==> src/rtl/u8u16_pkg.sv <==
// shared types, constants and helpers for the utf-8 to utf-16 decoder
package u8u16_pkg;

    localparam int unsigned POINT_W     = 21;
    localparam int unsigned UNIT_W      = 16;
    localparam int unsigned QUEUE_DEPTH = 2;
    localparam int unsigned QPTR_W      = $clog2(QUEUE_DEPTH);
    localparam int unsigned QCNT_W      = $clog2(QUEUE_DEPTH + 1);

    localparam logic [UNIT_W-1:0]  SURR_HI_BASE = 16'hD800;
    localparam logic [UNIT_W-1:0]  SURR_LO_BASE = 16'hDC00;
    localparam logic [POINT_W-1:0] SUPP_OFFSET  = 21'h10000;

    // one decoded command handed from the front to the back
    typedef struct packed {
        logic [UNIT_W-1:0] unit0;
        logic [UNIT_W-1:0] unit1;
        logic              pair;
        logic              eos;
        logic              bad;
    } cmd_t;

    function automatic cmd_t point_cmd(input logic [POINT_W-1:0] cp);
        cmd_t               c;
        logic [POINT_W-1:0] v;
        c = '0;
        v = cp - SUPP_OFFSET;
        if (cp[POINT_W-1:UNIT_W] != '0) begin
            c.unit0 = SURR_HI_BASE + {6'd0, v[19:10]};
            c.unit1 = SURR_LO_BASE + {6'd0, v[9:0]};
            c.pair  = 1'b1;
        end else begin
            c.unit0 = cp[UNIT_W-1:0];
        end
        return c;
    endfunction

endpackage

==> src/rtl/u8u16_front.sv <==
// byte intake, sequence tracking and command generation
module u8u16_front import u8u16_pkg::*; (
    input  logic       aclk,
    input  logic       aresetn,
    input  logic       s_valid,
    output logic       s_ready,
    input  logic [7:0] s_byte_in,
    input  logic       q_full,
    output logic       q_push,
    output cmd_t       q_cmd
);

    logic [1:0]         pending_reg, pending_next;
    logic [POINT_W-1:0] point_reg, point_next;
    logic               discard_reg, discard_next;
    logic [POINT_W-1:0] shifted;
    logic               accept;
    logic               emit;

    assign s_ready = !q_full;
    assign accept  = s_valid && s_ready;
    assign shifted = {point_reg[POINT_W-7:0], s_byte_in[5:0]};
    assign q_push  = accept && emit;

    always_comb begin
        pending_next = pending_reg;
        point_next   = point_reg;
        discard_next = discard_reg;
        emit         = 1'b0;
        q_cmd        = '0;
        if (discard_reg) begin
            if (s_byte_in == 8'd0) begin
                discard_next = 1'b0;
            end
        end else if (pending_reg != 2'd0) begin
            if (s_byte_in[7:6] != 2'b10) begin
                pending_next = 2'd0;
                point_next   = '0;
                discard_next = (s_byte_in != 8'd0);
                emit         = 1'b1;
                q_cmd.bad    = 1'b1;
            end else begin
                pending_next = pending_reg - 2'd1;
                if (pending_reg == 2'd1) begin
                    point_next = '0;
                    emit       = 1'b1;
                    q_cmd      = point_cmd(shifted);
                end else begin
                    point_next = shifted;
                end
            end
        end else if (!s_byte_in[7]) begin
            emit = 1'b1;
            if (s_byte_in == 8'd0) begin
                q_cmd.eos = 1'b1;
            end else begin
                q_cmd = point_cmd({13'd0, s_byte_in});
            end
        end else if (s_byte_in[7:5] == 3'b110) begin
            pending_next = 2'd1;
            point_next   = {16'd0, s_byte_in[4:0]};
        end else if (s_byte_in[7:4] == 4'b1110) begin
            pending_next = 2'd2;
            point_next   = {17'd0, s_byte_in[3:0]};
        end else if (s_byte_in[7:3] == 5'b11110) begin
            pending_next = 2'd3;
            point_next   = {18'd0, s_byte_in[2:0]};
        end else begin
            pending_next = 2'd0;
            point_next   = '0;
            discard_next = 1'b1;
            emit         = 1'b1;
            q_cmd.bad    = 1'b1;
        end
    end

    always_ff @(posedge aclk) begin
        if (!aresetn) begin
            pending_reg <= 2'd0;
            point_reg   <= '0;
            discard_reg <= 1'b0;
        end else if (accept) begin
            pending_reg <= pending_next;
            point_reg   <= point_next;
            discard_reg <= discard_next;
        end
    end

    a_discard_idle: assert property (@(posedge aclk) disable iff (!aresetn)
        discard_reg |-> pending_reg == 2'd0)
        else $error("discarding with a sequence open");

endmodule

==> src/rtl/u8u16_queue.sv <==
// short command queue between front and back
module u8u16_queue import u8u16_pkg::*; (
    input  logic aclk,
    input  logic aresetn,
    input  logic push,
    input  cmd_t push_cmd,
    output logic full,
    input  logic pop,
    output logic head_valid,
    output cmd_t head_cmd
);

    cmd_t              slot_reg [QUEUE_DEPTH];
    logic [QPTR_W-1:0] wr_ptr_reg, rd_ptr_reg;
    logic [QCNT_W-1:0] count_reg, count_next;

    assign full       = (count_reg == QCNT_W'(QUEUE_DEPTH));
    assign head_valid = (count_reg != '0);
    assign head_cmd   = slot_reg[rd_ptr_reg];

    always_comb begin
        count_next = count_reg;
        if (push && !pop) begin
            count_next = count_reg + QCNT_W'(1);
        end else if (pop && !push) begin
            count_next = count_reg - QCNT_W'(1);
        end
    end

    always_ff @(posedge aclk) begin
        if (push) begin
            slot_reg[wr_ptr_reg] <= push_cmd;
        end
    end

    always_ff @(posedge aclk) begin
        if (!aresetn) begin
            wr_ptr_reg <= '0;
            rd_ptr_reg <= '0;
            count_reg  <= '0;
        end else begin
            count_reg <= count_next;
            if (push) begin
                wr_ptr_reg <= (wr_ptr_reg == QPTR_W'(QUEUE_DEPTH - 1)) ? '0
                                                                       : wr_ptr_reg + 1'b1;
            end
            if (pop) begin
                rd_ptr_reg <= (rd_ptr_reg == QPTR_W'(QUEUE_DEPTH - 1)) ? '0
                                                                       : rd_ptr_reg + 1'b1;
            end
        end
    end

    a_no_overflow: assert property (@(posedge aclk) disable iff (!aresetn)
        push |-> !full)
        else $error("push into full queue");

    a_no_underflow: assert property (@(posedge aclk) disable iff (!aresetn)
        pop |-> head_valid)
        else $error("pop from empty queue");

endmodule

==> src/rtl/u8u16_back.sv <==
// result sequencing and output register
module u8u16_back import u8u16_pkg::*; (
    input  logic              aclk,
    input  logic              aresetn,
    input  logic              head_valid,
    input  cmd_t              head_cmd,
    output logic              pop,
    output logic              m_valid,
    input  logic              m_ready,
    output logic [UNIT_W-1:0] m_code_unit,
    output logic              m_end_of_string,
    output logic              m_bad_sequence,
    output logic              m_last_of_run
);

    logic              valid_reg, valid_next;
    logic              phase_reg, phase_next;
    logic [UNIT_W-1:0] unit_reg, unit_next;
    logic              eos_reg, eos_next;
    logic              bad_reg, bad_next;
    logic              last_reg, last_next;
    logic              load;

    assign load = head_valid && (!valid_reg || m_ready);

    always_comb begin
        valid_next = valid_reg;
        phase_next = phase_reg;
        unit_next  = unit_reg;
        eos_next   = eos_reg;
        bad_next   = bad_reg;
        last_next  = last_reg;
        pop        = 1'b0;
        if (load) begin
            valid_next = 1'b1;
            eos_next   = head_cmd.eos;
            bad_next   = head_cmd.bad;
            if (head_cmd.pair && !phase_reg) begin
                // high surrogate beat, keep the entry
                unit_next  = head_cmd.unit0;
                last_next  = 1'b0;
                phase_next = 1'b1;
            end else begin
                unit_next  = phase_reg ? head_cmd.unit1 : head_cmd.unit0;
                last_next  = 1'b1;
                phase_next = 1'b0;
                pop        = 1'b1;
            end
        end else if (m_ready) begin
            valid_next = 1'b0;
        end
    end

    always_ff @(posedge aclk) begin
        if (!aresetn) begin
            valid_reg <= 1'b0;
            phase_reg <= 1'b0;
        end else begin
            valid_reg <= valid_next;
            phase_reg <= phase_next;
        end
    end

    always_ff @(posedge aclk) begin
        unit_reg <= unit_next;
        eos_reg  <= eos_next;
        bad_reg  <= bad_next;
        last_reg <= last_next;
    end

    assign m_valid         = valid_reg;
    assign m_code_unit     = unit_reg;
    assign m_end_of_string = eos_reg;
    assign m_bad_sequence  = bad_reg;
    assign m_last_of_run   = last_reg;

    a_phase_holds_pair: assert property (@(posedge aclk) disable iff (!aresetn)
        phase_reg |-> head_valid && head_cmd.pair)
        else $error("second surrogate pending without a pair at the head");

    a_mark_is_last: assert property (@(posedge aclk) disable iff (!aresetn)
        valid_reg && (eos_reg || bad_reg) |-> last_reg && unit_reg == '0)
        else $error("end or error beat not final or not zero");

endmodule

==> src/rtl/utf8_to_utf16_decoder.sv <==
// utf-8 to utf-16 decoder top level
// Takes one UTF-8 byte per beat and returns UTF-16 code units, one per beat, with
// end_of_string on a clean terminating zero and bad_sequence on an invalid byte
// (bytes after an error are dropped up to the next zero). A new byte is accepted
// every cycle while the two-entry command queue has room; a code point above 0xFFFF
// gives two output beats (high then low surrogate) and comes only from four input
// bytes. The accepting edge of a byte writes its decoded command into the queue, and
// the output register loads it from the queue head once the entries ahead of it have
// gone out and the output is not stalled. Overlong forms and surrogate-range points
// are passed unchecked, and points above 0x10FFFF wrap in the surrogate arithmetic.
module utf8_to_utf16_decoder import u8u16_pkg::*; (
    input  logic              aclk,
    input  logic              aresetn,
    input  logic              s_valid,
    output logic              s_ready,
    input  logic [7:0]        s_byte_in,
    output logic              m_valid,
    input  logic              m_ready,
    output logic [UNIT_W-1:0] m_code_unit,
    output logic              m_end_of_string,
    output logic              m_bad_sequence,
    output logic              m_last_of_run
);

    logic q_push;
    logic q_full;
    logic q_pop;
    logic q_head_valid;
    cmd_t q_cmd;
    cmd_t q_head_cmd;

    u8u16_front u_front (
        .aclk      (aclk),
        .aresetn   (aresetn),
        .s_valid   (s_valid),
        .s_ready   (s_ready),
        .s_byte_in (s_byte_in),
        .q_full    (q_full),
        .q_push    (q_push),
        .q_cmd     (q_cmd)
    );

    u8u16_queue u_queue (
        .aclk       (aclk),
        .aresetn    (aresetn),
        .push       (q_push),
        .push_cmd   (q_cmd),
        .full       (q_full),
        .pop        (q_pop),
        .head_valid (q_head_valid),
        .head_cmd   (q_head_cmd)
    );

    u8u16_back u_back (
        .aclk            (aclk),
        .aresetn         (aresetn),
        .head_valid      (q_head_valid),
        .head_cmd        (q_head_cmd),
        .pop             (q_pop),
        .m_valid         (m_valid),
        .m_ready         (m_ready),
        .m_code_unit     (m_code_unit),
        .m_end_of_string (m_end_of_string),
        .m_bad_sequence  (m_bad_sequence),
        .m_last_of_run   (m_last_of_run)
    );

endmodule
==> config.mk <==
export PLATFORM = sky130hd
export DESIGN_NAME = utf8_to_utf16_decoder
export DESIGN_NICKNAME = d
export VERILOG_FILES = /design/src/rtl/u8u16_pkg.sv /design/src/rtl/u8u16_front.sv /design/src/rtl/u8u16_queue.sv /design/src/rtl/u8u16_back.sv /design/src/rtl/utf8_to_utf16_decoder.sv
export SDC_FILE = /design/constraint.sdc
export NUM_CORES = 1
export LEC_CHECK = 0
export BUFFER_PORTS_ARGS = -buffer_cell sky130_fd_sc_hd__buf_2
export CORE_ASPECT_RATIO = 1.5
export CORE_MARGIN = 2
export CORE_UTILIZATION = 64
export CTS_BUF_LIST = sky130_fd_sc_hd__clkbuf_4 sky130_fd_sc_hd__clkbuf_8 sky130_fd_sc_hd__clkbuf_16
export CTS_CLUSTER_DIAMETER = 40
export DETAILED_ROUTE_END_ITERATION = 7
export PLACE_DENSITY_LB_ADDON = 0.05
export SLEW_MARGIN = 40
export SYNTH_ARGS = -nofsm -noshare
export SYNTH_HDL_FRONTEND = slang
export SYNTH_SLANG_ARGS = --single-unit
==> constraint.sdc <==
create_clock -name aclk -period 10.38 [get_ports aclk]
set_input_delay 0.519 -clock aclk [delete_from_list [all_inputs] [get_ports aclk]]
set_output_delay 0.519 -clock aclk [all_outputs]
set_load 0.005 [all_outputs]
==> reports/qor.yml, run 1 <==
timing.hold.ws_ns: 0.432
yosys.area.top_type: "edfxtp_1"
peakVddDrop_mv: 0.188
setup_viol: 0
ys.flop_type: "edfxtp_1"
setup-tns-final_ns: 0
vias: 2454
cts.path.max_buffers: 2
worstMarginPinSlew_ns: 0.708
critPathArrivalTime_ns: 2.55
synth_top_cells_by_count: "edfxtp_1, dfxtp_1, nor2_1"
yosys.cell_types.count: 51
fmax_ghz: 0.400
die_height_um: 103
yosysMostFrequentCell: "edfxtp_1"
cp_max_fo: 19
antenna_found_initial: 0
cp_data_required_time_ns: 10.43
die-area_um2: 7250
critPathKind: "reg -> reg"
wire_per_inst_um: 19.2
relSlewSlack_pct: 52.5
grt_overflow_total: 0
crit_buf_inv: 2
dieWidth_um: 70.2
cts_resized: 0
cap_violations: 0
synth_area_per_cell_um2: 14.4
yosysWarnings: 0
row_count: 36
place.gp.congestion: 0.895
fin_skew_ns: 0.0102
min_path_cells: 2
cts_tree: "built"
cp-end-kind: "register"
status: "complete, no violations"
post-route-min-period_ns: 2.50
clk_pin_slew_ns: 0.09
hold_class: "in -> reg"
cts-root-buf: "clkbuf_8"
cts-hold-fix-buffers: 0
cp_cell_sequence: "inv_1, ha_1, or3b_4, o22ai_4, nor3_1, and2_1, buf_4"
grt_pass1_vias: 2452
viasPerCell: 6.04
cts_buffers: 9
synth_top_area_share_pct: 55.0
drcViolationCount: 0
fp.coreArea_um2: 6440
nets: 341
insertion_delay_ns: 0.37
ys_seq_area_share_pct: 66.9
hold_viol: 0
rr_worst_depth: 7
power.leakage_nw: 1.57
final.period_utilization_pct: 24.1
synth.net_count: 308
path_delay_family: "simple AND/OR/NAND/NOR gates"
grt_pass1_wl_um: 12400
dp_hpwl_um: 5410
final_layout_size_suffix_gt1_share_pct: 23.0
synthArstFlopShare_pct: 0
cts_sinks: 102
power_density_nw_per_um2: 233
final_antenna_net_count: 0
postCtsSetupRepairBufs: 0
antennaDiodeCount: 0
synth_edf_count: 77
grt_max_degree: 21
netlist_area_um2: 4210
cpPeakStageDelay_ns: 0.54
path_depth: 7
finalWirelength_um: 7800
dr.pass1.iters: 5
start_util_pct: 65.3
grtUsageTotal_pct: 23.5
syn_inst: 292
io_pins: 33
maxSlewViolCount: 0
cpMaxStageDelayCell: "and2_1"
htreeDepth: 3
fin_util_pct: 71.5
port-buffer-count: 32
worstSetupStartpointType: "register"
syn2layout_area_growth_pct: 9.52
power.total_w: 0.00107
drt_iter0_drc: 161
synth_area_leaders: "edfxtp_1, dfxtp_1, mux4_2, nor2_1, a21oi_1"
largest_reg_flops: 58
ys_ff_latch: 102
rsz0062_at_grt: "false"
==> cell families (layout without fill, tap and decap cells) <==
family | count (synthesis) | after routing | synth area share [%]
AOI/OAI and AO/OA | 51 | 51 | 8.75
xor gates and xnor gates | 5 | 5 | 1.04
adders and majority gates | 4 | 4 | 1.19
buffers and inverters | 24 | 62 | 2.86
DFF | 102 | 102 | 66.9
muxes | 20 | 20 | 7.80
and+or+nand+nor | 86 | 86 | 11.5
==> cells in the final DEF (no fill, tap or decap), types with 6 or more instances in the layout <==
master and n:
mux2i_1 8, a22o_1 6, nor2_1 22, dfxtp_1 24, nor3_1 6, edfxtp_1 77
a21oi_1 16, inv_1 9, nand2_1 14, nand3_1 12, mux4_2 10, buf_2 32
and2_1 10, clkbuf_8 9, o21ai_0 9
==> power breakdown <==
group	internal, W	total, W	switching, W	leakage [nW]
combinational	0.000111	0.000254	0.000143	0.540
sequential	0.000544	0.000578	0.0000343	0.933
clock	0.000115	0.000238	0.000123	0.0952
total	0.000770	0.00107	0.000301	1.57
==> metrics by stage <==
stage               area, um2  cells  setup slack (ns)
global route             4610    406              7.66
CTS                      4610    406              7.86
detailed placement       4420    390              7.85
global placement         4410    390              7.92
finish                   4610    406              7.88
floorplan                4210    292              6.03
==> layout make-up <==
cell class                 instances  area [um2]
inverter                          10        37.5
clock buffer                      11         139
timing repair buffer              36         190
fill                             452        1840
clock inverter                     5        50.0
sequential                       102        2810
tap                               76        95.1
multi-input combinational        166        1280
==> worst paths after layout <==
check,startpoint,end,slack (ns)
max reg2reg,u_front.pending_reg[0],u_queue.slot_reg[1][20],7.88
max,u_front.pending_reg[0],u_queue.slot_reg[1][20],7.88
min reg2reg,u_front.point_reg[11],u_front.point_reg[11],0.49
min,s_byte_in[0],u_front.point_reg[0],0.43
==> per-layer routing <==
layer	up-vias	wire length, um	GRT usage, %
met5	-	0	0
met4	0	297	13.5
met3	19	224	4.36
met2	56	4140	42.1
met1	1202	3140	26.7
li1	1177	-	-
No activity file was read; power rests on OpenSTA's default activity.
==> run 2: changes to the inputs <==
--- a/config.mk
+++ b/config.mk
@@ -8,7 +8,7 @@
 export BUFFER_PORTS_ARGS = -buffer_cell sky130_fd_sc_hd__buf_2
 export CORE_ASPECT_RATIO = 1.5
 export CORE_MARGIN = 2
-export CORE_UTILIZATION = 64
+export CORE_UTILIZATION = 59
 export CTS_BUF_LIST = sky130_fd_sc_hd__clkbuf_4 sky130_fd_sc_hd__clkbuf_8 sky130_fd_sc_hd__clkbuf_16
 export CTS_CLUSTER_DIAMETER = 40
 export DETAILED_ROUTE_END_ITERATION = 7
==> constraint.sdc (replaced) <==
create_clock -name aclk -period 2.4 [get_ports aclk]
set_input_delay 0.12 -clock aclk [delete_from_list [all_inputs] [get_ports aclk]]
set_output_delay 0.12 -clock aclk [all_outputs]
set_load 0.005 [all_outputs]
==> run 2 against run 1 <==
  * Via count is 2.2% higher
  * Clock-buffer cell count is 2 higher
  * Final cell count is 2.0% higher
  * Worst setup slack worse by 7.8 ns
  * Critical path depth is 1 higher
  * Non-clock buffer count is 6 higher
  * Largest cell class unchanged
  * Global-route usage is 2.0 points lower
==> reports/qor.yml, run 2 (synthesis results as in run 1) <==
nets: 347
antennaDiodeCount: 0
fp.coreArea_um2: 6900
peakVddDrop_mv: 0.786
grt_max_degree: 30
syn2layout_area_growth_pct: 11.6
hold_viol: 0
relSlewSlack_pct: 64.1
post-place-ws_ns: 0.104
final.period_utilization_pct: 96.3
drt_iter0_drc: 125
vias: 2508
setup-tns-final_ns: 0
fin_skew_ns: 0.0135
crit_path_frequent_cell: "ha_1"
post-route-min-period_ns: 2.31
crit_buf_inv: 1
maxSlewViolCount: 0
cp_data_required_time_ns: 2.68
cap_violations: 0
grt_pass1_wl_um: 12400
power_density_nw_per_um2: 1010
grt_overflow_total: 0
power.total_w: 0.00474
cts_resized: 0
final_layout_size_suffix_gt1_share_pct: 24.4
place.gp.congestion: 0.883
clk_pin_slew_ns: 0.09
postCtsSetupRepairBufs: 0
setup_ws_ns: 0.0878
finalWirelength_um: 7610
grt_pass1_vias: 2478
row_count: 37
path_delay_family: "simple AND/OR/NAND/NOR gates"
power.leakage_nw: 1.61
port-buffer-count: 32
cts_tree: "built"
cts-root-buf: "clkbuf_8"
timing.hold.ws_ns: 0.0193
cp-end-kind: "register"
reg2reg_slack_ns: 0.09
start_util_pct: 61.0
cts_buffers: 9
dp_hpwl_um: 5140
io_pins: 33
drcViolationCount: 0
cts-hold-fix-buffers: 0
worstSetupStartpointType: "register"
cpPeakStageDelay_ns: 0.42
grtUsageTotal_pct: 21.6
htreeDepth: 3
dr.pass1.iters: 4
die-area_um2: 7830
die_height_um: 107
critPathArrivalTime_ns: 2.59
cp_max_fo: 4
status: "complete, no violations"
wire_per_inst_um: 18.4
dieWidth_um: 72.9
rsz0062_at_grt: "false"
cpMaxStageDelayCell: "or3b_4"
critPathKind: "reg -> reg"
largest_reg_flops: 58
final_antenna_net_count: 0
cts.path.max_buffers: 2
final_common_cell: "edfxtp_1"
cp_cell_sequence: "inv_1, ha_1, or3b_4, o22ai_4, nor3_1, ha_1, or3_1, a21oi_1"
antenna_found_initial: 0
fmax_ghz: 0.432
insertion_delay_ns: 0.36
cts_sinks: 102
hold_class: "in -> reg"
worstMarginPinSlew_ns: 0.536
mostFrequentLayoutCells: "edfxtp_1, buf_2, dfxtp_1"
viasPerCell: 6.06
setup_viol: 0
[run 2: cell types whose count changed in the layout (fill, tap and decap cells not counted), sizes merged]
cell	previous run	this run
clkbuf	11	13
buf	36	42
clkinv	4	2
[run 2: path summary, 6_finish.rpt]
check             depth (start not counted)               endpoint                    from
hold reg to reg                           2  u_front.point_reg[11]   u_front.point_reg[11]
setup / recovery                          8   u_queue.count_reg[1]  u_front.pending_reg[0]
setup reg to reg                          8   u_queue.count_reg[1]  u_front.pending_reg[0]
hold / removal                            2   u_front.point_reg[0]            s_byte_in[0]
[run 2: cell type report]
type,instances,area (um2)
Multi-Input combinational cell,166,1290
Fill cell,496,2210
Clock buffer,13,166
Tap cell,78,97.6
Timing Repair Buffer,42,248
Inverter,10,37.5
Sequential cell,102,2810
Clock inverter,3,42.5
[run 2: worst reg2reg max path, stage by stage (launching register included)]
cell	delay (ns)
dfxtp_1	0.34
inv_1	0.07
ha_1	0.22
or3b_4	0.42
o22ai_4	0.21
nor3_1	0.10
ha_1	0.35
or3_1	0.38
a21oi_1	0.14
[run 2: metal layers]
layer	part of all wire, %	global-route usage [%]
met4	2.5	9.79
met5	0	0
met2	51	35.0
met1	43	28.1
met3	3.6	3.93
[run 2: where the power goes]
part	switching (W)	total, W	internal (W)
Sequential	0.000113	0.00246	0.00235
Combinational	0.000659	0.00118	0.000520
Clock	0.000541	0.00110	0.000561
Total	0.00131	0.00474	0.00343
[run 2: through the flow]
| step | cells | instance area (um2) | utilization [%] |
|---|---|---|---|
| finish | 414 | 4690 | 68.0 |
| global route | 414 | 4690 | 68.0 |
| CTS | 414 | 4690 | 68.0 |
| detailed placement | 398 | 4480 | 65.0 |
| global placement | 398 | 4480 | 65.0 |
| floorplan | 292 | 4220 | - |
